--- src/rtl/cws_pkg.sv ---
// ----------------------------------------------------------------------------
// cws_pkg
// Shared constants, job record and state type for the weighted sampler.
// ----------------------------------------------------------------------------
`default_nettype none

package cws_pkg;

  localparam int MAX_WEIGHTS = 1024;
  localparam int WEIGHT_BITS = 24;
  localparam int DRAW_BITS   = 32;

  // index into one bank, and a count that can also hold MAX_WEIGHTS itself
  localparam int IDX_W = (MAX_WEIGHTS > 1) ? $clog2(MAX_WEIGHTS) : 1;
  localparam int CNT_W = $clog2(MAX_WEIGHTS + 1);

  // cumulative sums never exceed MAX_WEIGHTS * (2^WEIGHT_BITS - 1)
  localparam int SUM_W = WEIGHT_BITS + IDX_W;

  // total as used by the split multiply: always at least one bit above DRAW_BITS
  localparam int TOT_W = (SUM_W > DRAW_BITS) ? SUM_W : DRAW_BITS + 1;
  localparam int THR_W = TOT_W + 1;

  // two banks of cumulative sums, one filling while the other is searched
  localparam int RAM_AW    = IDX_W + 1;
  localparam int RAM_DEPTH = 2 ** RAM_AW;

  localparam int OUT_IDX_W = 10;

  localparam int S_DATA_W = ((WEIGHT_BITS + DRAW_BITS + 7) / 8) * 8;
  localparam int M_DATA_W = ((OUT_IDX_W + 7) / 8) * 8;
  localparam int M_USER_W = 2;

  typedef struct packed {
    logic [DRAW_BITS-1:0] u;
    logic [SUM_W-1:0]     total;
    logic [CNT_W-1:0]     count;
    logic                 dropped;
  } cws_job_t;

  typedef enum logic [2:0] {
    BK_IDLE,
    BK_MUL,
    BK_THR,
    BK_SCAN,
    BK_EMIT
  } cws_back_state_t;

endpackage

`default_nettype wire

--- src/rtl/cws_front.sv ---
// ----------------------------------------------------------------------------
// cws_front
// Takes one weight per cycle unless the queue is full, keeps the running total,
// writes each cumulative sum in the current bank; the last posts a draw job.
// ----------------------------------------------------------------------------
`default_nettype none

module cws_front
  import cws_pkg::*;
(
  input  wire logic                   clk,
  input  wire logic                   rst,
  input  wire logic                   in_valid,
  output logic                        in_ready,
  input  wire logic [WEIGHT_BITS-1:0] in_weight,
  input  wire logic [DRAW_BITS-1:0]   in_u,
  input  wire logic                   in_last,
  input  wire logic                   q_full,
  input  wire logic                   q_bank,
  output logic                        q_push,
  output cws_job_t                    q_job,
  output logic                        ram_we,
  output logic [RAM_AW-1:0]           ram_waddr,
  output logic [SUM_W-1:0]            ram_wdata
);

  logic [CNT_W-1:0] count;
  logic [SUM_W-1:0] total;
  logic             ovf;

  logic             accept;
  logic             room;
  logic [SUM_W-1:0] sum_add;
  logic [CNT_W-1:0] count_next;
  logic [SUM_W-1:0] total_next;
  logic             ovf_next;

  assign in_ready = !q_full;
  assign accept   = in_valid && in_ready;
  assign room     = (count < CNT_W'(MAX_WEIGHTS));
  assign sum_add  = total + SUM_W'(in_weight);

  assign ram_we    = accept && room;
  assign ram_waddr = {q_bank, count[IDX_W-1:0]};
  assign ram_wdata = sum_add;

  always_comb begin
    count_next = count;
    total_next = total;
    ovf_next   = ovf;
    if (accept) begin
      if (room) begin
        count_next = count + CNT_W'(1);
        total_next = sum_add;
      end else begin
        ovf_next = 1'b1;
      end
    end
    q_push        = accept && in_last;
    q_job.u       = in_u;
    q_job.total   = total_next;
    q_job.count   = count_next;
    q_job.dropped = ovf_next;
    // start a fresh set after the draw item
    if (q_push) begin
      count_next = '0;
      total_next = '0;
      ovf_next   = 1'b0;
    end
  end

  always_ff @(posedge clk) begin
    if (rst) begin
      count <= '0;
      total <= '0;
      ovf   <= 1'b0;
    end else begin
      count <= count_next;
      total <= total_next;
      ovf   <= ovf_next;
    end
  end

endmodule

`default_nettype wire

--- config.mk ---
export PLATFORM = sky130hd
export DESIGN_NAME = cws_front
export DESIGN_NICKNAME = d
export VERILOG_FILES = /design/src/rtl/cws_pkg.sv /design/src/rtl/cws_front.sv
export SDC_FILE = /design/constraint.sdc
export NUM_CORES = 1
export LEC_CHECK = 0
export ABC_AREA = 1
export BUFFER_PORTS_ARGS = -buffer_cell sky130_fd_sc_hd__buf_2
export CAP_MARGIN = 30
export CORE_ASPECT_RATIO = 0.8
export CORE_MARGIN = 4
export CORE_UTILIZATION = 45
export DETAILED_ROUTE_END_ITERATION = 10
export GPL_TIMING_DRIVEN = 0
export PLACE_DENSITY = 0.79
export REMOVE_ABC_BUFFERS = 1
export SYNTH_ARGS = -nofsm -noshare
export SYNTH_HDL_FRONTEND = slang
export SYNTH_SLANG_ARGS = --single-unit
--- constraint.sdc ---
create_clock -name clk -period 2.05 [get_ports clk]
set_input_delay 0 -clock clk [delete_from_list [all_inputs] [get_ports clk]]
set_output_delay 0 -clock clk [all_outputs]
set_load 0.05 [all_outputs]
Yosys cells after proc, flatten, opt, wreduce, memory -nomap -nowiden

Cells that the tools add are included.

Register bits: 46
Output and inout port bits: 126

Reductions and logical operators: 5
Add/sub/neg operators: 2
Mux-type cells: 6
Order comparisons: 1

Operators with widths:

| operator                                                         | count |
|---|---|
| 34-bit 2-to-1 mux                                                | 2 |
| 34-bit by 24-bit adder with 34-bit output                        | 1 |
| 11-bit 2-to-1 mux                                                | 2 |
| 11-bit by 1-bit adder with 11-bit output (second input constant) | 1 |
| 11-bit < comparator (second input constant)                      | 1 |
| 1-bit logical AND                                                | 3 |
| 1-bit 2-to-1 mux                                                 | 2 |
| 2-bit OR reduction                                               | 1 |
| 1-bit logical NOT                                                | 1 |

Depth between registers and ports, before layout

Word-level depth: 4
Depth in mapped cells: 16

Worst setup path before layout

No wires, ideal clock.

Path kind: register -> output
From: reg total[0]
To: out q_job[22] in the netlist's numbering
Arrival: 2766 ps
Data required time: 2050 ps
Buffers on the path: 0
Stages on the path, launching flop included: 14
Slack: -716 ps
Path through: dfxtp_1 > ha_1 > inv_1 > fa_1 > inv_1 > nand3_1 > nand2_2 > nand3_2 > nand2_2 > nand2_1 > nand2_1 > xor2_1 > nand2_1 > nand2_1

RTL lines:

| element                | RTL line        | text |
|---|---|---|
| from (decl)            | cws_front.sv:28 | `logic [SUM_W-1:0] total;` |
| from (signal assigned) | cws_front.sv:79 | `total <= total_next;` |
| to (decl)              | cws_front.sv:21 | `output cws_job_t q_job,` |

==> flow_metrics.tcl <==
set metrics [dict create \
    clk_path_buf_depth 2 \
    drc_errors 0 \
    worst_path_largest_cell_delay_ns 0.36 \
    outcome "complete, but fails checks" \
    clk_latency_ns 0.31 \
    fmax_mhz 406 \
    cts_inserted_buffers 5 \
    hold_violations 0 \
    final.setup.tns_ns -14.13 \
    cts.root.buffer_cell "clkbuf_16" \
    avgSynthCellArea_um2 5.99 \
    core_mm2 0.00977 \
    n_fill_cell 637 \
    grt_max_degree 47 \
    min_period_over_period_pct 120 \
    grtUsageTotal_pct 27.6 \
    hold_buffers 0 \
    min_path_type "in -> out" \
    required_ns 2.05 \
    pwr-share-seq_pct 21.8 \
    first_pass_iters 5 \
    cts_max_level 2 \
    slew_violations 0 \
    final.setup_skew_ns 0.00796 \
    placed_area_mm2 0.00500 \
    n_antenna_cell 0 \
    die_x_um 121 \
    fin_hold_ws_ns 0.0000653 \
    yosysUniqueCellTypes 34 \
    critical_path_class "reg -> out" \
    post_drt_wl_per_cell_um 19.7 \
    p_per_area_mw_per_mm2 599 \
    setup_ws_ns -0.410 \
    yosysWarnings 0 \
    clk_pin_slew_ns 0.08 \
    crit_chain "ha_4 > inv_2 > fa_2 > inv_2 > nand3_2 > nand2_2 > nand2_2 > nand2_4 > nand2_4 > nand2_4 > xnor2_2 > nand2_1 > o21ai_2 > inv_1 > buf_6" \
    irDropWorstVdd_v 0.000365 \
    wl_um 20600 \
    dieArea_mm2 0.0119 \
    timing.critical_path.mode_cell "nand2_4" \
    synthToLayoutAreaGrowth_pct 67.8 \
    syn_area_mm2 0.00458 \
    pwr-share-clk_pct 19.6 \
    switching_share_pct 47.7 \
    timing.final.crit_period_ns 2.46 \
    dpl.hpwl_um 11000 \
    internal-power_uw 2400 \
    cts_tree "done" \
    overflow 0 \
    violations "setup timing" \
    dr_total_vias 5807 \
    share_comb_of_total_power_pct 58.7 \
    fin_nets 997 \
    relSlewSlack_pct 23.1 \
    vias_per_cell 5.55 \
    drive_above_1_share_pct 57.7 \
    final_common_cell "inv_1" \
    place_congestion 0.962 \
    synth_seq_area_share_pct 20.1 \
    die_y_um 98.2 \
    grt_first_pass_wirelength_um 26100 \
    cp.arrival_ns 2.46 \
    io_buffers 121 \
    start_util_pct 46.9 \
    worst_pin_slew_ns 1.15 \
    cp_slowest_cell "fa_2" \
    placementRows 32 \
    worstSetupEndpointType "output pin" \
    power_uw 4600 \
    layout_common_cells "inv_1, nand2_1, nand2_2, buf_2, buf_4" \
    antenna_found_initial 0 \
    dp_worst_setup_slack_ns -0.574 \
    first_global_vias 5216 \
    final_antenna_net_count 0 \
    design_area_mm2 0.00768 \
    setup_viol 71 \
    ys_ff_latch 46 \
    cts.sink_count 46 \
    io_pins 188 \
    p_sw_uw 2190 \
    initialDrtViolationCount 455 \
    rsz0062_at_grt "true" \
    maxCapViolCount 0 \
    start_kind "flop" \
    cp_max_fo 4 \
    power.leakage_uw 0.00387 \
    syn_inst 764 \
]
-- worst paths after layout --
check / start / depth (start not counted) / slack (ns) / endpoint
worst min-delay path: in_u[22] / 0 / 0.00007 / q_job[68]
worst max-delay path: total[0]$_SDFF_PP0_ / 15 / -0.41 / q_job[28]
worst max register to register: total[15]$_SDFF_PP0_ / 13 / -0.22 / total[26]$_SDFF_PP0_
worst min register to register: total[11]$_SDFF_PP0_ / 2 / 0.52 / total[11]$_SDFF_PP0_
-- power groups by stage --
stage / Sequential [uW] / Clock (uW) / Combinational, uW
final: 1000 / 899 / 2700
after global routing: 1000 / 919 / 2820
after CTS: 992 / 879 / 2170
after detailed placement: 993 / 0 / 1670
after global placement: 993 / 0 / 1660
after floorplan: 994 / 0 / 1290
-- layer usage --
metal | wire, um | part of all wire (%) | vias to the layer above | track usage, %
met5 | 0 | 0 | - | 2.50
met4 | 967 | 4.7 | 0 | 6.10
met3 | 2260 | 11 | 102 | 8.69
met2 | 9520 | 46 | 399 | 41.8
met1 | 7850 | 38 | 2693 | 38.3
li1 | - | - | 2613 | -
-- state kept, by name, indices dropped and copies added, names as in the netlist --
register	cells
ovf	1
total	34
count	11
-- timing repair --
item / CTS / global route
resized for setup: 264 / 270
gates cloned: 3 / 0
setup endpoints to repair: 94 / 82
setup buffers: 46 / 38
pin swaps: 52 / 100
-- logic make-up (layout without fill, tap and decap cells) --
family | Yosys count | in the layout | share of synthesized area, %
and+or+nand+nor | 399 | 401 | 39.4
AOI/OAI and AO/OA | 77 | 77 | 9.56
adders and majority gates | 26 | 26 | 7.27
xor gates and xnor gates | 17 | 17 | 3.58
DFF | 46 | 46 | 20.1
buffers and inverters | 199 | 343 | 20.1
-- worst max-delay path: cells and delay by family, from the launching register on --
family	cells	cell delay, ns
AO/OA/AOI/OAI	1	0.10
buffers and inverters	4	0.38
XOR/XNOR	1	0.14
AND/OR/NAND/NOR	7	0.68
adder cells (fa/ha/maj)	2	0.50
flip-flops	1	0.35
-- Yosys cell counts, drive strengths merged --
| cell | number | area, um2 |
|---|---|---|
| a211oi | 10 | 75.1 |
| a21o | 2 | 15.0 |
| a21oi | 43 | 234 |
| a31oi | 1 | 6.26 |
| and2 | 1 | 6.26 |
| buf | 54 | 375 |
| clkbuf | 3 | 11.3 |
| dfxtp | 46 | 921 |
| fa | 1 | 20.0 |
| ha | 25 | 313 |
| inv | 142 | 533 |
| nand2 | 220 | 868 |
| nand3 | 57 | 330 |
| nand3b | 1 | 7.51 |
| nand4 | 10 | 62.6 |
| nor2 | 80 | 353 |
| nor3 | 13 | 70.1 |
| nor4 | 2 | 12.5 |
| o21ai | 20 | 100 |
| o21bai | 1 | 7.51 |
| or2 | 15 | 93.8 |
| xnor2 | 7 | 61.3 |
| xor2 | 10 | 103 |
-- layout make-up --
type / count / area (um2) / area share, %
multi-input combinational: 521 / 4160 / 54.2
timing repair inverter: 1 / 7.51 / 0.0977
sequential: 46 / 950 / 12.4
tap: 136 / 170 / 2.21
timing repair buffer: 192 / 1710 / 22.2
clock inverter: 3 / 23.8 / 0.309
clock buffer: 5 / 125 / 1.63
inverter: 142 / 539 / 7.02
-- stage by stage --
| step | std cells | util, % |
|---|---|---|
| floorplan | 707 | - |
| global placement | 964 | 50.9 |
| detailed placement | 965 | 51.2 |
| CTS | 1015 | 66.5 |
| global route | 1046 | 78.6 |
| finish | 1046 | 78.6 |
(Power assumes the default switching activity.)
