===== config.mk =====
export PLATFORM = sky130hd
export DESIGN_NAME = cws_back
export DESIGN_NICKNAME = d
export VERILOG_FILES = /design/src/rtl/cws_pkg.sv /design/src/rtl/cws_back.sv
export SDC_FILE = /design/constraint.sdc
export NUM_CORES = 2
export LEC_CHECK = 0
export ABC_AREA = 1
export ABC_CLOCK_PERIOD_IN_PS = 11900
export BUFFER_PORTS_ARGS = -buffer_cell sky130_fd_sc_hd__buf_2
export CAP_MARGIN = 20
export CELL_PAD_IN_SITES_DETAIL_PLACEMENT = 0
export CELL_PAD_IN_SITES_GLOBAL_PLACEMENT = 1
export CORE_MARGIN = 5
export CORE_UTILIZATION = 45
export CTS_CLUSTER_SIZE = 16
export DETAILED_ROUTE_END_ITERATION = 10
export GPL_TIMING_DRIVEN = 0
export PLACE_DENSITY = 0.8
export SLEW_MARGIN = 40
export SYNTH_ARGS = -nofsm -noshare
export SYNTH_HDL_FRONTEND = slang
export SYNTH_SLANG_ARGS = --single-unit
export TNS_END_PERCENT = 10

===== constraint.sdc =====
create_clock -name clk -period 11.9 [get_ports clk]
set_input_delay 2.38 -clock clk [delete_from_list [all_inputs] [get_ports clk]]
set_output_delay 2.38 -clock clk [all_outputs]
set_load 0.01 [all_outputs]

===== src/rtl/cws_pkg.sv =====
// ----------------------------------------------------------------------------
// cws_pkg
// Shared constants, job record and state type for the weighted sampler.
// ----------------------------------------------------------------------------
`default_nettype none

package cws_pkg;

  localparam int MAX_WEIGHTS = 1024;
  localparam int WEIGHT_BITS = 24;
  localparam int DRAW_BITS   = 32;

  // index into one bank, and a count that can also hold MAX_WEIGHTS itself
  localparam int IDX_W = (MAX_WEIGHTS > 1) ? $clog2(MAX_WEIGHTS) : 1;
  localparam int CNT_W = $clog2(MAX_WEIGHTS + 1);

  // cumulative sums never exceed MAX_WEIGHTS * (2^WEIGHT_BITS - 1)
  localparam int SUM_W = WEIGHT_BITS + IDX_W;

  // total as used by the split multiply: always at least one bit above DRAW_BITS
  localparam int TOT_W = (SUM_W > DRAW_BITS) ? SUM_W : DRAW_BITS + 1;
  localparam int THR_W = TOT_W + 1;

  // two banks of cumulative sums, one filling while the other is searched
  localparam int RAM_AW    = IDX_W + 1;
  localparam int RAM_DEPTH = 2 ** RAM_AW;

  localparam int OUT_IDX_W = 10;

  localparam int S_DATA_W = ((WEIGHT_BITS + DRAW_BITS + 7) / 8) * 8;
  localparam int M_DATA_W = ((OUT_IDX_W + 7) / 8) * 8;
  localparam int M_USER_W = 2;

  typedef struct packed {
    logic [DRAW_BITS-1:0] u;
    logic [SUM_W-1:0]     total;
    logic [CNT_W-1:0]     count;
    logic                 dropped;
  } cws_job_t;

  typedef enum logic [2:0] {
    BK_IDLE,
    BK_MUL,
    BK_THR,
    BK_SCAN,
    BK_EMIT
  } cws_back_state_t;

endpackage

`default_nettype wire


===== src/rtl/cws_back.sv =====
// ----------------------------------------------------------------------------
// cws_back
// Runs one draw; for a nonzero total forms ceil(u * total / 2^32) with a split
// multiply, then scans the bank for the first cumulative sum that reaches it.
// ----------------------------------------------------------------------------
`default_nettype none

module cws_back
  import cws_pkg::*;
(
  input  wire logic                clk,
  input  wire logic                rst,
  input  wire cws_job_t            job,
  input  wire logic                job_bank,
  input  wire logic                job_empty,
  output logic                     job_pop,
  output logic                     ram_re,
  output logic [RAM_AW-1:0]        ram_raddr,
  input  wire logic [SUM_W-1:0]    ram_rdata,
  output logic                     out_valid,
  input  wire logic                out_ready,
  output logic [OUT_IDX_W-1:0]     out_index,
  output logic                     out_zero,
  output logic                     out_dropped
);

  cws_back_state_t state, state_next;

  logic [2*DRAW_BITS-1:0] p_lo, p_lo_next;
  logic [TOT_W-1:0]       p_hi, p_hi_next;
  logic [THR_W-1:0]       thr, thr_next;
  logic [IDX_W-1:0]       iss, iss_next;
  logic                   chk_vld, chk_vld_next;
  logic [IDX_W-1:0]       chk_idx, chk_idx_next;
  logic [IDX_W-1:0]       res_idx, res_idx_next;
  logic                   res_zero, res_zero_next;
  logic                   out_valid_next;
  logic [OUT_IDX_W-1:0]   out_index_next;
  logic                   out_zero_next;
  logic                   out_dropped_next;

  logic [TOT_W-1:0]       tot_ext;
  logic [IDX_W-1:0]       last_idx;
  logic                   hit;

  assign tot_ext  = TOT_W'(job.total);
  assign last_idx = IDX_W'(job.count - CNT_W'(1));
  // cum * 2^32 >= u * total  <=>  cum >= ceil(u * total / 2^32)
  assign hit      = (THR_W'(ram_rdata) >= thr);

  always_comb begin
    state_next       = state;
    p_lo_next        = p_lo;
    p_hi_next        = p_hi;
    thr_next         = thr;
    iss_next         = iss;
    chk_vld_next     = chk_vld;
    chk_idx_next     = chk_idx;
    res_idx_next     = res_idx;
    res_zero_next    = res_zero;
    out_valid_next   = out_valid && !out_ready;
    out_index_next   = out_index;
    out_zero_next    = out_zero;
    out_dropped_next = out_dropped;
    job_pop          = 1'b0;
    ram_re           = 1'b0;
    ram_raddr        = {job_bank, iss};

    unique case (state)
      BK_IDLE: begin
        if (!job_empty) begin
          if (job.total == '0) begin
            res_idx_next  = '0;
            res_zero_next = 1'b1;
            state_next    = BK_EMIT;
          end else begin
            res_zero_next = 1'b0;
            state_next    = BK_MUL;
          end
        end
      end
      BK_MUL: begin
        p_lo_next  = job.u * tot_ext[DRAW_BITS-1:0];
        p_hi_next  = job.u * tot_ext[TOT_W-1:DRAW_BITS];
        state_next = BK_THR;
      end
      BK_THR: begin
        // round the high half up when any low bit is set
        thr_next     = THR_W'(p_hi) + THR_W'(p_lo[2*DRAW_BITS-1:DRAW_BITS])
                       + THR_W'(|p_lo[DRAW_BITS-1:0]);
        iss_next     = '0;
        chk_vld_next = 1'b0;
        state_next   = BK_SCAN;
      end
      BK_SCAN: begin
        // the last stored sum equals the total, so the scan ends there at the latest
        if (chk_vld && (hit || chk_idx == last_idx)) begin
          res_idx_next = chk_idx;
          state_next   = BK_EMIT;
        end else begin
          ram_re       = 1'b1;
          iss_next     = iss + IDX_W'(1);
          chk_vld_next = 1'b1;
          chk_idx_next = iss;
        end
      end
      BK_EMIT: begin
        if (!out_valid || out_ready) begin
          out_valid_next   = 1'b1;
          out_index_next   = OUT_IDX_W'(res_idx);
          out_zero_next    = res_zero;
          out_dropped_next = job.dropped;
          job_pop          = 1'b1;
          state_next       = BK_IDLE;
        end
      end
      default: begin
        state_next = BK_IDLE;
      end
    endcase
  end

  always_ff @(posedge clk) begin
    if (rst) begin
      state     <= BK_IDLE;
      chk_vld   <= 1'b0;
      out_valid <= 1'b0;
    end else begin
      state     <= state_next;
      chk_vld   <= chk_vld_next;
      out_valid <= out_valid_next;
    end
  end

  always_ff @(posedge clk) begin
    p_lo        <= p_lo_next;
    p_hi        <= p_hi_next;
    thr         <= thr_next;
    iss         <= iss_next;
    chk_idx     <= chk_idx_next;
    res_idx     <= res_idx_next;
    res_zero    <= res_zero_next;
    out_index   <= out_index_next;
    out_zero    <= out_zero_next;
    out_dropped <= out_dropped_next;
  end

endmodule

`default_nettype wire


After elaboration in Yosys (flattened, before gate mapping)
Cells that the tools add are included.
{"block": "totals", "register_bits": 181, "latch_bits": 0, "ramBits": 0, "mem_bits_ro": 0, "input_bits": 117, "output_inout_bits": 26, "memories": 0}
{"block": "classes", "n_addsub": 4, "mul": 2, "div_mod_pow": 0, "magnitude_cmp": 1, "eq_ne": 10, "n_shift": 0, "muxes": 20, "bitwise_logic": 2, "reduce_logical": 17}
{"cell": "32-bit by 32-bit multiplier with 64-bit output", "count": 1}
{"cell": "10-bit two-way mux", "count": 4}
{"cell": "10-bit one-hot mux with 2 select lines", "count": 2}
{"cell": "34-bit by 32-bit adder with 35-bit output", "count": 1}
{"cell": "35-bit by 1-bit adder with 35-bit output", "count": 1}
{"cell": "34-bit by 35-bit >= comparator with 1-bit output", "count": 1}
{"cell": "34-bit logical NOT", "count": 1}
{"cell": "32-bit by 2-bit multiplier with 34-bit output", "count": 1}
{"cell": "32-bit OR reduction", "count": 1}
{"cell": "3-bit one-hot mux with 5 select lines", "count": 1}
{"cell": "3-bit two-way mux", "count": 4}
{"cell": "10-bit by 1-bit adder with 10-bit output, second input constant", "count": 1}
{"cell": "10-bit == test", "count": 1}
{"cell": "2-bit inequality test, second input constant", "count": 5}
{"cell": "10-bit by 1-bit subtractor with 10-bit output, second input constant", "count": 1}
{"cell": "1-bit two-way mux", "count": 8}
{"cell": "2-bit AND reduction", "count": 4}
{"cell": "3-bit by 2-bit == test with 1-bit output, second input constant", "count": 2}
{"cell": "4-bit AND reduction", "count": 1}
{"cell": "2-bit nonzero test", "count": 2}
{"cell": "3-bit by 1-bit == test with 1-bit output, second input constant", "count": 1}
{"cell": "3-bit == test, second input constant", "count": 1}
{"cell": "3-bit logical NOT", "count": 1}
{"cell": "3-bit AND reduction", "count": 1}
{"cell": "5 further kinds", "count": 9}

Logic depth before layout (Yosys ltp)
{"block": "depth", "word_depth": 6, "mapped_depth": 33, "ltp_nobuf": 31}

Worst setup path after synthesis
No wires, ideal clock.
{"block": "synth_timing", "kind": "input-to-reg", "from": "input job[62] (netlist bit)", "to": "register p_lo[50] (data pin)", "setup_ns": 0.260, "arrival_time_ns": 8.453, "required_time_ns": 11.640, "setup_slack_ns": 3.187, "cell_stages": 25, "n_path_buf": 2, "cell_sequence": "clkbuf_1 clkbuf_1 nand2_1 inv_1 fa_1 fa_1 inv_1 fa_1 fa_1 inv_1 fa_1 fa_1 fa_1 inv_1 fa_1 inv_1 ha_1 a21o_1 nor2_1 a21boi_0 nand3_2 a21o_1 nand2_1 nand2_1 xor2_1"}
{"block": "synth_via", "elab_chain_len": 1}
{"item": "start, declared", "line": "cws_back.sv:13", "source": "input wire cws_job_t job,"}
{"item": "32-bit by 32-bit multiplier with 64-bit output", "line": "cws_back.sv:83", "source": "p_lo_next = job.u * tot_ext[DRAW_BITS-1:0];"}
{"item": "end signal, assigned", "line": "cws_back.sv:136", "source": "p_lo <= p_lo_next;"}
{"item": "end, declared", "line": "cws_back.sv:29", "source": "logic [2*DRAW_BITS-1:0] p_lo, p_lo_next;"}
Every way passes these cells.
A chain may end at the register's enable or synchronous reset.

Worst setup path in the final report
{"block": "layout_timing", "from": "input job[22] (netlist bit)", "to": "register p_lo[48] (data pin)"}
Same word-level chain as after synthesis.

==> results.cfg <==
[detailed_routing]
drt_iter0_drc = 3572
drc_errors = 0
finalWirelength_mm = 174
ant_nets = 0
vias_per_cell = 5.22
routedWlPerCell_um = 23.7
via_count = 38295
dr.pass1.iters = 8

[critical_path]
crit_slowest_cell = clkbuf_1
end_kind = flop
cp_common_cell = fa_1
crit_type = input pin to flop
r2r_setup_slack_ns = 8.83
arrival_ns = 10.64
worstSetupStartpointType = input pin
rr_startpoint = p_lo[1]
required_ns = 12.17
r2r-end = thr[24]
critical_path.max_stage_delay_ns = 0.81
cp_max_fo = 10
reg2reg_depth = 18

[place]
port_buffers = 74
hpwl_mm = 145
place.gp.congestion = 1.03
dp_slack_ns = 1.36
placed_area_um2 = 48700

[synth]
seq_area_frac_synth_pct = 11.6
syn_area_um2 = 46300
syn_area_per_cell_um2 = 7.93
synth.largest_area_cell = fa_1
ys_types = 52
synthTopCellsByArea = fa_1 39%, inv_1 14%, nand2_1 12%
synth_cells = 5840
synth_nets = 7217
synth-seq-cells = 181
synth-edff-count = 176
synth-async-reset-ratio_pct = 0
yosys.cell_count.top_type = inv_1
synthTopCellsByCount = 1,762 x inv_1, 1,453 x nand2_1, 899 x fa_1
yosysWarnings = 0
yosysTopAreaCellShare_pct = 38.8
ys.flop_type = edfxtp_1

[final_layout]
syn2layout_area_growth_pct = 6.49
stdcell_area_um2 = 49300
drive_gt1_share_pct = 4.84
post-route-util_pct = 48.4
nNetsFinal = 7329

[clock_tree]
cts_tree = yes
clk_latency_ns = 0.45
cts_resized = 0
cts_buffer_depth = 2
cts_root_buf = clkbuf_16
hold_buffers = 0
cts_setup_buffers = 0
cts_sinks = 181
numCtsBuffers = 17
path_clk_slew_ns = 0.07
cts.htree.levels = 4

[worst_hold_path]
hold_path_class = flop to flop
min_path_cells = 0
hp-start = res_idx[1]
whs_endpoint = out_index[1]

[timing]
max-slew-margin-rel_pct = 33.0
min_period_over_period_pct = 87.1
setup_ws_ns = 1.53
fin_skew_ns = 0.0155
tightest_slew_ns = 1.01
fin_crit_ns = 10.37
finalSetupTns_ns = 0
fmax_ghz = 0.0964
slew_viol_final = 0
rsz0062_at_grt = false
hold_violations = 0
setup_viol = 0

[grt]
grt_first_pass_wirelength_mm = 255
grt_pass1_vias = 39110
antenna_found_initial = 8
grt_max_degree = 18
track_usage_pct = 32.2
overflow = 0

[floorplan]
io_pins = 143
coreArea_um2 = 102000
die-height_um = 331
die_area_um2 = 109000
start_util_pct = 45.4
die_w_um = 331
row_count = 117

[flow_run]
drv_cap = 0

[outcome]
status = completed
[placed cells by master, fill, tap and decap left out, drive strengths merged, types with 4 or more instances in the layout]
cell | netlist | final
nor3 | 35 | 35
o211ai | 5 | 5
inv | 1763 | 1770
xnor2 | 32 | 32
clkbuf | 258 | 277
diode | 0 | 8
a221oi | 4 | 4
nand2 | 1462 | 1462
a21o | 27 | 27
a31oi | 32 | 32
ha | 361 | 361
nor2 | 227 | 227
nand4 | 29 | 29
nor4 | 21 | 21
xor2 | 98 | 98
buf | 8 | 101
nand3 | 75 | 75
o2111ai | 6 | 6
o21bai | 15 | 15
a21boi | 10 | 10
dfxtp | 5 | 5
and3 | 6 | 6
o21a | 11 | 11
edfxtp | 176 | 176
fa | 899 | 899
or2 | 5 | 5
a21oi | 160 | 160
o21ai | 94 | 94
[cell families (layout without fill, tap and decap cells)]
| logic type | after synthesis | after routing | synth area share, % |
|---|---|---|---|
| simple gates | 1864 | 1864 | 16.0 |
| other cells | 0 | 8 | 0 |
| fa+ha+maj | 1260 | 1260 | 48.6 |
| buf+inv | 2030 | 2155 | 16.5 |
| xor+xnor | 130 | 130 | 2.46 |
| compound gates | 375 | 375 | 4.85 |
| flops | 181 | 181 | 11.6 |
[metrics by stage]
stage / hold slack [ns] / cells
5_1_grt: 0.418 / 7333
2_1_floorplan: 0.400 / 5840
3_5_place_dp: 0.405 / 7301
6_report: 0.413 / 7341
3_3_place_gp: 0.401 / 7282
4_1_cts: 0.414 / 7333
[worst max-delay path by stage]
stage / slack, ns / endpoint / startpoint
global placement: 0.98 / p_lo[48] / job[64]
global route: 1.55 / p_lo[48] / job[22]
finish: 1.53 / p_lo[48] / job[22]
floorplan: 3.19 / p_lo[50] / job[62]
CTS: 1.82 / p_lo[48] / job[22]
detailed placement: 1.36 / p_lo[48] / job[22]
[per-layer routing]
metal	vias up	global-route usage, %	wire, um	part of all wire [%]
met5	-	0	92	0.053
met4	12	14.0	8890	5.1
met3	380	8.18	19800	11
met2	2054	50.1	76500	44
met1	18805	42.8	68800	40
li1	17044	-	-	-
[critical path, delay by kind of cell]
kind                     cells  cell delay (ns)
XOR/XNOR                     1             0.23
adder cells (fa/ha/maj)      9             4.51
AND/OR/NAND/NOR              4             0.63
buffers and inverters        7             1.80
AO/OA/AOI/OAI                4             1.06
[area by class of cell]
cell class | instances | area, um2
repair buffers | 93 | 533
fillers | 10247 | 52700
plain buffers | 266 | 1140
well taps | 1368 | 1710
multi-input cells | 3629 | 33300
inverters | 1764 | 6620
diodes | 8 | 20.0
clock buffers | 19 | 433
clock inverters | 13 | 164
flip-flops and latches | 181 | 5390
[registers in the layout, indices dropped and copies added (netlist names)]
name,flops
p_lo,64
out_index,10
out_zero,1
res_idx,10
thr,35
state,3
p_hi,34
out_valid,1
res_zero,1
chk_idx,10
out_dropped,1
chk_vld,1
iss,10
Power is left out: the tool's default activity adds up to more than one toggle a clock period on the data nets, which glitch-free logic cannot reach.
