$ cat config.mk
export PLATFORM = sky130hd
export DESIGN_NAME = cws_ram
export DESIGN_NICKNAME = d
export VERILOG_FILES = /design/src/rtl/cws_ram.sv
export SDC_FILE = /design/constraint.sdc
export NUM_CORES = 1
export LEC_CHECK = 0
export ABC_CLOCK_PERIOD_IN_PS = 3500
export BUFFER_PORTS_ARGS = -buffer_cell sky130_fd_sc_hd__buf_4
export CORE_UTILIZATION = 55
export DETAILED_ROUTE_END_ITERATION = 10
export GPL_TIMING_DRIVEN = 0
export PLACE_DENSITY = 0.83
export SLEW_MARGIN = 20
export SYNTH_ARGS = -nofsm -noshare
export SYNTH_HDL_FRONTEND = slang
export SYNTH_SLANG_ARGS = --single-unit
$ cat constraint.sdc
create_clock -name clk -period 3.5 [get_ports clk]
set_clock_uncertainty 0.1 [all_clocks]
set_input_delay 0.35 -clock clk [delete_from_list [all_inputs] [get_ports clk]]
set_output_delay 0.35 -clock clk [all_outputs]
set_load 0.005 [all_outputs]
$ cat src/rtl/cws_ram.sv
// ----------------------------------------------------------------------------
// cws_ram
// Generic simple dual-port RAM: one write port, one read port, registered read.
// ----------------------------------------------------------------------------
`default_nettype none

module cws_ram #(
  parameter int WIDTH = 8,
  parameter int DEPTH = 16
) (
  input  wire logic                     clk,
  input  wire logic                     we,
  input  wire logic [$clog2(DEPTH)-1:0] waddr,
  input  wire logic [WIDTH-1:0]         wdata,
  input  wire logic                     re,
  input  wire logic [$clog2(DEPTH)-1:0] raddr,
  output logic      [WIDTH-1:0]         rdata
);

  logic [WIDTH-1:0] mem [DEPTH];

  always_ff @(posedge clk) begin
    if (we) begin
      mem[waddr] <= wdata;
    end
    if (re) begin
      rdata <= mem[raddr];
    end
  end

endmodule

`default_nettype wire

; Yosys cells after proc, flatten, opt, wreduce, memory -nomap -nowiden
; Memory sizes are Yosys's and may differ from the RTL's. A register that Yosys moved wholly into a read port is not among the register bits.
; Index checks and enable logic that the tools add are counted.
[totals]
reg_bits = 0
ram_bits = 128
n_memories = 1
[op_classes]
mux = 2
[memory_table]
columns = memory, words, width, read_ports, rd_clocked_by_memory_dff, wr, line_no
row1 = mem, 16, 8, 1, 1, 1, 20  ; logic [WIDTH-1:0] mem [DEPTH];
[op_table]
columns = op, n
row1 = $mux W1, 2

; Longest topological paths before layout
; Gate-level depths: netlist of the first run.
[logic_depth]
depth_word = 2
depth_mapped = 5
ltp_nobuf = 3

; Least setup slack after synthesis of the first run
; Ideal clock, no wire load.
[synth_timing]
path_kind = input to register
startpoint = in waddr[2]
endpoint = mem mem[0][0] (enable)
path_stages = 2
arrival_time_ns = 1.460
setup_time_ns = 0.383
slack_ns = 1.557
path_cell_list = or3b_2 nor3_1
[synth_rtl]
columns = element, line_no
row1 = "start, declared", 13  ; input wire logic [$clog2(DEPTH)-1:0] waddr,
row2 = "end, declared", 20
; Straight into the memory's write port.

; Worst setup path in the final report of the first run
[layout_timing]
startpoint = in waddr[2]
endpoint = mem mem[3][1] (enable)
; Straight into the memory's write port.

==> results, run 1 <==
- Measured along the y axis, the die boundary spans 99.5 µm.
- The share of total power in combinational logic is 0.046.
- The switching power of the nets is 0.753 mW.
- In this run the most critical hold path is launched from wdata[5].
- The time the worst path needs with I/O delays and setup is 1.68 ns.
- Global routing finished with a remaining overflow of 0.
- The placer congestion estimate is 0.748.
- The clock reaches the later pin of the worst-skew pair after 0.52 ns.
- The count of yosys warnings during synthesis is 0.
- The maximum number of pins on one net before global-route repair is 17.
- The number of distinct library cell variants in the gate-level netlist after synthesis is 18.
- Data arrives at the worst endpoint at 1.71 ns.
- The first-pass GRT wire length is 15200 µm.
- STA puts the critical path data required time at 3.54 ns.
- The launching point of the worst reg2reg path is mem[5][0]$_DFFE_PP_.
- For this run, the slowest stage of the critical path takes 0.69 ns.
- The cell family contributing the most delay on the critical path is simple AND/OR/NAND/NOR gates.
- For met3 alone, demand over resource in global routing was 0.0632.
- The horizontal die dimension is 99.5 µm.
- The setup fix buffers added after clock tree synthesis is 0.
- The register area share after synthesis is 0.781.
- The total standard cell area after synthesis is 0.00523 mm².
- The number of antenna violations at the first check in global routing was 0.
- The number of filler cells placed in the layout is 540.
- In this run the cell area measured after placement is 0.00559 mm².
- The transition time of the tightest slew-check pin is 0.866 ns.
- The final layout contains routed wiring with a total length of 10100 µm.
- Tracing the worst setup path back leads to its startpoint at waddr[2].
- Traced cell by cell, the critical path runs through buf_4 > or3b_2 > nor2_1.
- The clock group share of total power is 0.488.
- TritonCTS built the clock tree.
- Of the total synthesized cell area, the portion taken by XOR and XNOR cells is 0.
- The met2 routing resource usage after global routing is 0.361.
- The cell at the slowest stage of the critical path is sky130_fd_sc_hd__nor2_1.
- The synthesized design contains 136 register bits.
- The hold violation count in the final report is 0.
- The global routing stage identified its most utilized layer as met2.
- The compound-gate portion of the synthesized area was 0.0230.
- During placement, the flow inserted port buffers numbering 25.
- The clock input transition at the sequential cells of the worst setup and hold paths is 0.06 ns.
- The via count of the first global-routing pass is 2569.
- In the final timing run, aggregate negative setup slack is 0 ns.
- The count of final max-slew check failures was 0.
- The arithmetic-cell share of the synthesized area counting full adders, half adders and majority gates is 0.
- The setup path with the least slack is of type primary input to flip-flop.
- The final period utilization is 0.479.
- The cell sitting at the root of the clock tree is a sky130_fd_sc_hd__clkbuf_8.
- Along the worst path, the maximum fanout reaches 8.
- Counting both buffers and inverters, the worst setup path holds a total of 1.
- The internal power of the cells totals 3.21 mW.
- In this run, CTS created clock tree buffers numbering 17.
- The floorplan step defined a die boundary enclosing 0.00990 mm².
- The total of max-cap violations is 0.
- The mean instance size in the synthesized netlist is 22.8 µm².
- The standby leakage power is 2.09 nW.
- After detailed routing, the average wire length per cell comes to 24.4 µm.
- Of the total synthesized cell area, the portion taken by AND, OR, NAND and NOR gates is 0.0314.
- At the end of the flow the core is filled with cells to 0.676.
- STA classifies the critical path endpoint as a flip-flop.
- Dividing total power by cell area gives a power density of 633 mW/mm².
- Based on the critical path, the design can be clocked at up to 597 MHz.
- Detailed routing inserted a total of 2476 vias.
- The iteration count of the initial detailed-routing pass is 5.
- The initial utilization of the core area, before any placement, comes to 0.566.
- In the routed layout, each cell is associated on average with a via count of 5.97.
- The H-tree was split into 4 levels.
- The final number of setup-violating endpoints is 0.
- The initialized floorplan defines 35 standard-cell rows.
- The number of antenna diodes in the final layout is 0.
- The flow ran to the end, and the final reports show no timing, DRC or antenna violations.
- For this run, global-route usage on met1 was measured as 0.311.
- The maximum clock insertion buffer count is 2.
- The cell count after synthesis is 229.
- Of the total power, the share spent switching nets is 0.190.
- In the routed design, unresolved DRC markers number 0.
- The number of clock sinks is 136.
- Setup repair after global routing left no endpoint under its margin.
- The power after layout is 3.96 mW.
- The quantity of hold-fixing buffers added after cts is 1.
- The DRC marker count from the first detailed-route iteration is 267.
- The number of nets in the synthesized netlist is 248.
- Once the clock tree was built, the resizer swapped 0 gates to a different size.
- Across the VDD grid, the largest voltage drop is 403 µV.
- Compared with the post-synthesis result, the final layout area differs by 19.6%.
- Of the total power, registers draw 0.466.
- The remaining antenna violation count is 0.
- For this run, the post-layout net count is 293.
- The fraction of synthesized area in multiplexers is 0.148.
- In the final layout, the share of cells above drive strength 1 is 0.301.
- After routing the design area is 0.00625 mm².
- STA classifies the critical path startpoint as a primary input.
- Hold is met by 0.0576 ns.
- The total track usage is 0.230.
- Measured against its own limit, the worst slew margin works out to 0.421.
- The standard cell core area is 0.00924 mm².
- During I/O placement, the number of pins put on the boundary was 27.
- The path category of the worst min-delay check is primary input to flip-flop.
- The largest family of logic cells by synthesized area is multiplexers.
- The detailed placer's ending HPWL is 5910 µm.
==> final cells by class <==
cell class                      instances  area (µm²)  area share
Multi-Input combinational cell         83        1080       0.172
Clock inverter                         14         229      0.0366
Clock buffer                           17         414      0.0663
Sequential cell                       136        4080       0.653
Timing Repair Buffer                   26         198      0.0316
Tap cell                              129         161      0.0258
Buffer                                 10        86.3      0.0138
==> synth_stat cells <==
cell,number,share of area
sky130_fd_sc_hd__nand3_1,1,0.00096
sky130_fd_sc_hd__edfxtp_1,136,0.78
sky130_fd_sc_hd__and2_1,1,0.0012
sky130_fd_sc_hd__buf_4,1,0.0014
sky130_fd_sc_hd__nand2_1,9,0.0065
sky130_fd_sc_hd__mux4_2,18,0.078
sky130_fd_sc_hd__nor2b_1,1,0.0012
sky130_fd_sc_hd__buf_6,3,0.0065
sky130_fd_sc_hd__mux4_1,14,0.070
sky130_fd_sc_hd__clkdlybuf4s25_2,3,0.0057
sky130_fd_sc_hd__nor3_1,4,0.0038
sky130_fd_sc_hd__nand2b_1,2,0.0024
sky130_fd_sc_hd__a22oi_1,16,0.023
sky130_fd_sc_hd__buf_2,3,0.0029
sky130_fd_sc_hd__or3b_2,1,0.0017
sky130_fd_sc_hd__nand3b_1,2,0.0029
sky130_fd_sc_hd__nor2_1,13,0.0093
sky130_fd_sc_hd__and2b_1,1,0.0014
==> state kept, by name (all words and copies together), names as in the netlist <==
signal and count:
rdata 8, mem 128
==> metal layers <==
| metal | vias to the layer above | wire, µm |
|---|---|---|
| met4 | 0 | 153 |
| met2 | 141 | 5060 |
| met1 | 1253 | 4150 |
| met3 | 11 | 769 |
| li1 | 1071 | - |
| met5 | - | 0 |
==> power groups by stage <==
stage          Combinational [mW]  Clock (mW)  Sequential, mW
5_1_grt                     0.196        2.01            1.85
4_1_cts                     0.184        1.94            1.85
3_5_place_dp                0.180           0            1.88
3_3_place_gp                0.173           0            1.87
6_report                    0.183        1.93            1.84
2_1_floorplan              0.0926           0            1.88
==> placed cells by master, fill, tap and decap left out, drive strengths merged <==
| master | synthesis | routed |
|---|---|---|
| clkdlybuf4s25 | 3 | 3 |
| and2b | 1 | 1 |
| dlygate4sd3 | 0 | 1 |
| nand2b | 2 | 2 |
| or3b | 1 | 1 |
| bufinv | 0 | 6 |
| and2 | 1 | 1 |
| edfxtp | 136 | 136 |
| a22oi | 16 | 16 |
| clkinvlp | 0 | 2 |
| clkinv | 0 | 5 |
| nor2 | 13 | 13 |
| buf | 7 | 32 |
| nand2 | 9 | 9 |
| nor2b | 1 | 1 |
| nand3 | 1 | 1 |
| nor3 | 4 | 4 |
| nand3b | 2 | 2 |
| clkbuf | 0 | 17 |
| mux4 | 32 | 32 |
| inv | 0 | 1 |
==> logic make-up (layout without fill, tap and decap cells) <==
logic type,Yosys count,in the layout
AO/OA/AOI/OAI,16,16
multiplexers,32,32
AND/OR/NAND/NOR,35,35
buffers and inverters,10,67
flip-flops,136,136
==> worst paths after layout <==
path	endpoint	slack, ns	depth (start not counted)
setup / recovery	mem[3][1]$_DFFE_PP_	1.82	3
hold / removal	mem[7][5]$_DFFE_PP_	0.06	1
setup reg to reg	rdata[0]$_DFFE_PP_	1.83	3
hold reg to reg	rdata[2]$_DFFE_PP_	0.68	3
==> through the flow <==
| stage | cells | setup WS, ns |
|---|---|---|
| after floorplan | 229 | 1.56 |
| after global placement | 383 | 1.05 |
| after detailed placement | 383 | 1.30 |
| after CTS | 415 | 1.83 |
| after global routing | 415 | 1.82 |
| final | 415 | 1.82 |
No activity file was read; power rests on OpenSTA's default activity.
==> run 2, diff against run 1 <==
--- a/config.mk
+++ b/config.mk
@@ -5,7 +5,7 @@
 export SDC_FILE = /design/constraint.sdc
 export NUM_CORES = 1
 export LEC_CHECK = 0
-export ABC_CLOCK_PERIOD_IN_PS = 3500
+export ABC_CLOCK_PERIOD_IN_PS = 1750
 export BUFFER_PORTS_ARGS = -buffer_cell sky130_fd_sc_hd__buf_4
 export CORE_UTILIZATION = 55
 export DETAILED_ROUTE_END_ITERATION = 10
==> constraint.sdc (replaced) <==
create_clock -name clk -period 1.75 [get_ports clk]
set_clock_uncertainty 0.1 [all_clocks]
set_input_delay 0.175 -clock clk [delete_from_list [all_inputs] [get_ports clk]]
set_output_delay 0.175 -clock clk [all_outputs]
set_load 0.005 [all_outputs]
==> results, run 2 (synthesized netlist as in run 1, its figures left out) <==
- The total of max-cap violations is 0.
- The maximum cell stage delay along the critical path is 0.49 ns.
- In this run the worst path has a maximum fanout of 1.
- The number of buffer cells added on primary ports is 25.
- The maximum clock insertion buffer count is 2.
- The post-detailed-placement cell area is 0.00559 mm².
- The detailed-route vias per instance is 6.00.
- The transition time of the tightest slew-check pin is 0.836 ns.
- The wire length after detailed routing is 10100 µm.
- The TritonCTS clock tree is yes.
- In this run, the number of DRC markers left after iteration 0 of detailed routing was 239.
- The clock input transition at the sequential cells of the worst setup and hold paths is 0.06 ns.
- The iteration count of the initial detailed-routing pass is 4.
- 27 I/O pins were placed.
- The congestion estimate from routability-driven global placement came to 0.723.
- The floorplan has 35 rows.
- The number of buffers added by the clock tree synthesis step is 17.
- Summed over all nets, the half-perimeter wirelength after detailed placement is 5910 µm.
- The horizontal die dimension is 99.5 µm.
- The first-pass GRT wire length is 15100 µm.
- The final routed DRC violation total is 0.
- The tree built by TritonCTS fans out to 136 sinks.
- The via count of the first global-routing pass is 2543.
- The worst path arrival time is 1.83 ns.
- Setup violations remaining at the end of the flow were counted as 0.
- The starting density of the core is 0.566.
- Setup repair after global routing left no endpoint under its margin.
- STA classifies the critical path startpoint as a flip-flop.
- The hold violation count in the final report is 0.
- STA classifies the critical path endpoint as a flip-flop.
- The highest clock frequency the design can meet is 595 MHz.
- The number of H-tree levels is 4.
- The total via count in the routed design is 2538.
- The average wire per cell in the routed design is 23.8 µm.
- At the end of the flow, the number of nets in the layout was 301.
- Counting flops per register, the top entry is mem.
- The number of antenna diodes in the final layout is 0.
- The time the worst path needs with I/O delays and setup is 1.68 ns.
- The total global routing overflow is 0.
- Of the available clock period, the critical path in the final layout requires 0.961.
- In the final layout, the share of cells above drive strength 1 is 0.299.
- The analysis attributes to cell leakage a power of 2.11 nW.
- By startpoint and endpoint, the worst setup path is classified as flip-flop to flip-flop.
- The critical path data required time is 1.90 ns.
- Clock latency on the worst-skew pair, taken at its later pin, is 0.51 ns.
- The signal on the critical path passes through mux4_1 > a22oi_1 > nand2_1.
- In the global route stage, overall resource usage came out at 0.226.
- The maximum number of pins on one net before global-route repair is 17.
- The number of flip-flops under the largest register name is 128.
- The flow ran to the end, and the final reports show no timing, DRC or antenna violations.
- The count of final max-slew check failures is 0.
- The power after layout is 7.78 mW.
- In this run the worst hold path is classified as primary input to flip-flop.
- The floorplan step defined a die boundary enclosing 0.00990 mm².
- The standard cell core area is 0.00924 mm².
- The root buffer cell is sky130_fd_sc_hd__clkbuf_8.
- Power spread over the standard cell area amounts to 1230 mW/mm².
- The post-layout instance area is 0.00631 mm².
- The cell at the slowest stage of the critical path is sky130_fd_sc_hd__mux4_1.
- The number of antenna violations at the first check in global routing is 0.
- The largest registers in the layout are mem: 128 flops, rdata: 8 flops.
- The peak ir drop on the vdd network is 882 µV.
- The library cells used most frequently in the layout, excluding fill and tap cells, are 136 x sky130_fd_sc_hd__edfxtp_1, 26 x sky130_fd_sc_hd__buf_4, 18 x sky130_fd_sc_hd__mux4_2.
- Headroom to the max-slew limit came out at 0.440.
- The die height is 99.5 µm.
- In this run the remaining antenna-violating nets after routing total 0.
- Relative to the synthesized area, the layout overhead comes to 20.7%.
- The most common cell after layout, fill and taps aside is sky130_fd_sc_hd__edfxtp_1.
run 2: worst max-delay path, delay by kind of cell (launching register included):
family	cells	cell delay, ns
compound gates	1	0.30
simple gates	1	0.13
flops	1	0.40
mux	1	0.49
run 2: timing repair:
item / 4_1_cts / 5_1_grt
gates resized for setup: 0 / 0
setup endpoints to repair: 0 / 0
buffers inserted: 0 / 0
endpoints found under the hold margin: 136 / 0
hold buffers: 9 / 0
run 2: area by class of cell:
type	instances	area, µm²
clock buffer	18	418
multi-input combinational	83	1080
timing repair buffer	34	278
buffer	10	86.3
sequential	136	4080
fill	562	2930
tap	129	161
clock inverter	13	204
run 2: worst paths after layout:
path                                           start                    to  slack, ns  depth (start not counted)
worst max register to register   mem[3][0]$_DFFE_PP_    rdata[0]$_DFFE_PP_       0.07                          3
worst min register to register  mem[11][2]$_DFFE_PP_    rdata[2]$_DFFE_PP_       0.68                          3
worst max-delay path             mem[3][0]$_DFFE_PP_    rdata[0]$_DFFE_PP_       0.07                          3
worst min-delay path                        waddr[0]  mem[12][4]$_DFFE_PP_       0.02                          2
run 2: through the flow:
stage	cells	worst slack [ns]	util	hold WS, ns	TNS, ns
3_3_place_gp	383	-0.268	0.604	0.352	-9.58
6_report	423	0.0685	0.683	0.0223	0
5_1_grt	423	0.0203	0.683	0.0184	0
4_1_cts	423	0.0354	0.682	0.0149	0
3_5_place_dp	383	-0.226	0.605	0.356	-8.40
2_1_floorplan	229	0.193	-	0.174	0
run 2: metal layers:
metal	global-route usage	wire, µm	share of wire	vias to the layer above
met4	0.0814	144	0.014	0
met1	0.310	4240	0.42	1309
met5	0	0	0	-
met3	0.0534	603	0.060	15
met2	0.362	5100	0.51	125
li1	-	-	-	1089
run 2: where the power goes:
group	total (mW)	switching [mW]	internal, mW	leakage (nW)
clock	3.72	1.28	2.44	0.293
combinational	0.379	0.205	0.174	0.581
sequential	3.69	0.0183	3.67	1.24
==> run 3, diff against run 2 <==
--- a/config.mk
+++ b/config.mk
@@ -5,12 +5,13 @@
 export SDC_FILE = /design/constraint.sdc
 export NUM_CORES = 1
 export LEC_CHECK = 0
+export ABC_AREA = 1
 export ABC_CLOCK_PERIOD_IN_PS = 1750
 export BUFFER_PORTS_ARGS = -buffer_cell sky130_fd_sc_hd__buf_4
 export CORE_UTILIZATION = 55
 export DETAILED_ROUTE_END_ITERATION = 10
 export GPL_TIMING_DRIVEN = 0
-export PLACE_DENSITY = 0.83
+export PLACE_DENSITY = 0.73
 export SLEW_MARGIN = 20
 export SYNTH_ARGS = -nofsm -noshare
 export SYNTH_HDL_FRONTEND = slang
==> results, run 3 <==
- The critical path data required time is 1.47 ns.
- Summing every instance area after synthesis gives 0.00585 mm².
- The standard cell core area is 0.0103 mm².
- The iteration count of the initial detailed-routing pass is 5.
- Yosys attributes the largest share of cell area to sky130_fd_sc_hd__edfxtp_1 70%, sky130_fd_sc_hd__nand2_1 11%, sky130_fd_sc_hd__nand3_1 8.3%, sky130_fd_sc_hd__inv_1 6.4%, sky130_fd_sc_hd__buf_6 1.2%.
- The register with the most flip-flops in the layout has 128 of them.
- The worst register-to-register path ends at rdata[2]$_DFFE_PP_.
- Leaving out fill and tap cells, the most frequent cell in the layout is sky130_fd_sc_hd__nand2_1.
- The via count of the first global-routing pass was 3972.
- The cell family contributing the most delay on the critical path is flip-flops.
- The clock network latency to the later pin of the worst-skew pair is 0.52 ns.
- For this design, the slowest cell found on the critical path is sky130_fd_sc_hd__edfxtp_1.
- The register with the most flip-flops is mem.
- Timing analysis after detailed placement gives a worst setup slack of -0.00665 ns.
- The total global routing overflow is 0.
- The detailed placer's ending HPWL is 8700 µm.
- The number of distinct library cell variants in the gate-level netlist after synthesis is 11.
- The repair_antennas step left the layout with diodes totalling 0.
- Of all nets on the critical path, the largest fanout is 1.
- For this run, the number of Yosys warnings is 0.
- The path with the worst hold slack has its endpoint at rdata[6]$_DFFE_PP_.
- The worst hold path cell count is 4.
- The startpoint kind of the worst setup timing path is a flip-flop.
- The total power divided by cell area is 1140 mW/mm².
- The number of primary I/O pins is 27.
- The number of nets in the synthesized netlist is 570.
- The signal on the critical path passes through buf_4.
- The worst path arrival time is 1.03 ns.
- sky130_fd_sc_hd__edfxtp_1 takes more of the synthesized area than any other cell.
- The total track usage is 0.273.
- The startpoint identified for the worst register-to-register timing path is mem[11][2]$_DFFE_PP_.
- Counting the buffers created by CTS gives 17.
- In this run the tightest slew margin relative to its limit is 0.388.
- The power after layout is 7.88 mW.
- Clock-pin slew was measured on the worst setup and hold paths at 0.06 ns.
- The share of total power dissipated in the clock network is 0.468.
- The placer congestion estimate is 0.903.
- The run finished with clean final reports.
- The switching portion of total power is 0.218.
- The share of Yosys cell area claimed by the top area cell type is 0.698.
- The number of rows created at floorplan is 37.
- The class of the most critical setup path is flip-flop to output port.
- The final layout contains 621 nets.
- The final period utilization is 0.744.
- In the layout the commonest cells are 173 x sky130_fd_sc_hd__nand2_1, 136 x sky130_fd_sc_hd__edfxtp_1, 100 x sky130_fd_sc_hd__inv_1.
- The first routing iteration left 488 violations.
- Of all flip-flops after synthesis, the portion carrying an async set or reset was 0.
- In this run, post-CTS hold repair placed 9 buffers.
- The cell count after synthesis is 551.
- At the pin with the least slew margin, the transition time is 0.914 ns.
- The register cell area after layout is 0.00408 mm².
- The standby leakage power is 2.98 nW.
- Across all register-to-register paths, the minimum setup slack is 0.49 ns.
- The startpoint identified for the worst hold timing path is raddr[2].
- Entering global routing, the biggest net connects 17 pins.
- The cell depth of the worst flop-to-flop path is 6.
- In the post-synthesis netlist, the cell with the most instances is sky130_fd_sc_hd__nand2_1.
- Summed over all nets, the switching power comes to 1.72 mW.
- The area enclosed by the die boundary is 0.0110 mm².
- Internal power comes to 6.16 mW.
- The average wire per cell in the routed design is 18.5 µm.
- For this run, the register share of the synthesized area comes to 0.698.
- The number of clock sinks is 136.
- The path category of the worst min-delay check is primary input to flip-flop.
- Summing all multi-input logic gate instances after layout gives 0.00121 mm².
- The number of H-tree levels is 4.
- The tool flagged a number of max-cap violations equal to 0.
- The final route contains 4084 vias.
- Port buffering added 23 buffers.
- By count the netlist is led by 173 x sky130_fd_sc_hd__nand2_1, 136 x sky130_fd_sc_hd__edfxtp_1, 100 x sky130_fd_sc_hd__inv_1.
- The die height is 105 µm.
- The worst path meets setup with 0.448 ns of slack.
- The TritonCTS clock tree is yes.
- The horizontal die dimension is 105 µm.
- The highest clock frequency the design can meet is 768 MHz.
- The number of filler cells placed in the layout is 744.
- The worst-case IR drop observed on VDD is 667 µV.
- The share of total power dissipated in combinational logic is 0.064.
- On the worst path, the slowest cell contributes a delay of 0.37 ns.
- The flip-flop and latch count after synthesis is 136.
- The detailed-route vias per instance is 5.44.
- The number of gates resized after cts is 0.
- The category of the worst setup path capture point is an output port.
- The time the worst path needs with I/O delays and setup is 1.30 ns.
- The hold violation count in the final report was 0.
- No sink is reached through more buffers than the 2 on the longest clock path.
- Counting both buffers and inverters, the worst setup path holds a total of 1.
- The count of final max-slew check failures is 0.
- The count of nets left with antenna violations once routing finished came out at 0.
- Of the total power, registers draw 0.468.
- The dominant register cell in the synthesized netlist is sky130_fd_sc_hd__edfxtp_1.
- Of the cells placed in the final design, the portion with a size suffix greater than 1 is 0.127.
- The setup fix buffers added after clock tree synthesis is 0.
- Setup repair after global routing left no endpoint under its margin.
- The synthesized design contains 136 enable-type register cells.
- The initial utilization of the core area, before any placement, comes to 0.566.
- In the final layout, the registers with the most flip-flops are mem: 128 flops, rdata: 8 flops.
- The final number of setup-violating endpoints is 0.
- The final routed DRC violation total is 0.
- The first global-routing pass estimated 21500 µm of wire.
- The wire length after detailed routing is 13900 µm.
- The number of antenna violations at the first check in global routing came to 0.
- CTS placed an instance of sky130_fd_sc_hd__clkbuf_8 at the clock tree root.
- The cell count along the critical path is 1.
- The mean instance size in the synthesized netlist is 10.6 µm².
- From synthesis to final layout, the design area changed by 17.9%.
==> run 3: cell types whose count changed in the layout (fill, tap and decap cells not counted), moves of 10 or more <==
cell	change
sky130_fd_sc_hd__a22oi_1	-16
sky130_fd_sc_hd__buf_2	+10
sky130_fd_sc_hd__inv_1	+100
sky130_fd_sc_hd__mux4_1	-14
sky130_fd_sc_hd__mux4_2	-18
sky130_fd_sc_hd__nand2_1	+164
sky130_fd_sc_hd__nand3_1	+96
==> run 3: how the worst max path moves through the flow <==
stage          slack [ns]                  from              endpoint
4_1_cts              0.43    rdata[1]$_DFFE_PP_              rdata[1]
5_1_grt              0.40  mem[10][4]$_DFFE_PP_    rdata[4]$_DFFE_PP_
3_3_place_gp         0.04              waddr[3]   mem[5][1]$_DFFE_PP_
6_report             0.45    rdata[1]$_DFFE_PP_              rdata[1]
2_1_floorplan        0.52              waddr[2]  mem[10][0]$_DFFE_PP_
3_5_place_dp       -0.007              waddr[3]   mem[5][2]$_DFFE_PP_
==> run 3: cell families after synthesis <==
logic type | after synthesis | synth area share
simple gates | 289 | 0.208
flops | 136 | 0.698
buf+inv | 126 | 0.0939
==> run 3: cell type report <==
type,count,share of cell area
plain buffers,24,0.0241
inverters,102,0.0555
clock inverters,14,0.0285
flip-flops and latches,136,0.592
clock buffers,18,0.0606
multi-input cells,289,0.176
well taps,136,0.0247
repair buffers,32,0.0381
==> run 3: through the flow <==
stage	hold slack [ns]	utilization	TNS, ns	std cells	instance area (µm²)
6_report	0.0874	0.668	0	751	6890
3_5_place_dp	0.352	0.600	-0.0514	710	6190
2_1_floorplan	0.174	-	0	551	5850
5_1_grt	0.0965	0.668	0	751	6890
4_1_cts	0.0674	0.668	0	751	6890
3_3_place_gp	0.349	0.600	0	710	6190
==> run 3: layer usage <==
layer | part of all wire | track usage | wire (µm)
met1 | 0.39 | 0.367 | 5460
met2 | 0.47 | 0.434 | 6590
met3 | 0.11 | 0.0580 | 1510
met5 | 0 | 0 | 0
met4 | 0.027 | 0.113 | 374
==> run 3: power groups by stage <==
| stage | clock network [mW] | logic (mW) | registers, mW |
|---|---|---|---|
| after floorplan | 0 | 0.257 | 3.76 |
| after global placement | 0 | 0.467 | 3.75 |
| after detailed placement | 0 | 0.478 | 3.76 |
| after CTS | 3.68 | 0.502 | 3.69 |
| after global routing | 3.83 | 0.552 | 3.69 |
| final | 3.69 | 0.506 | 3.69 |
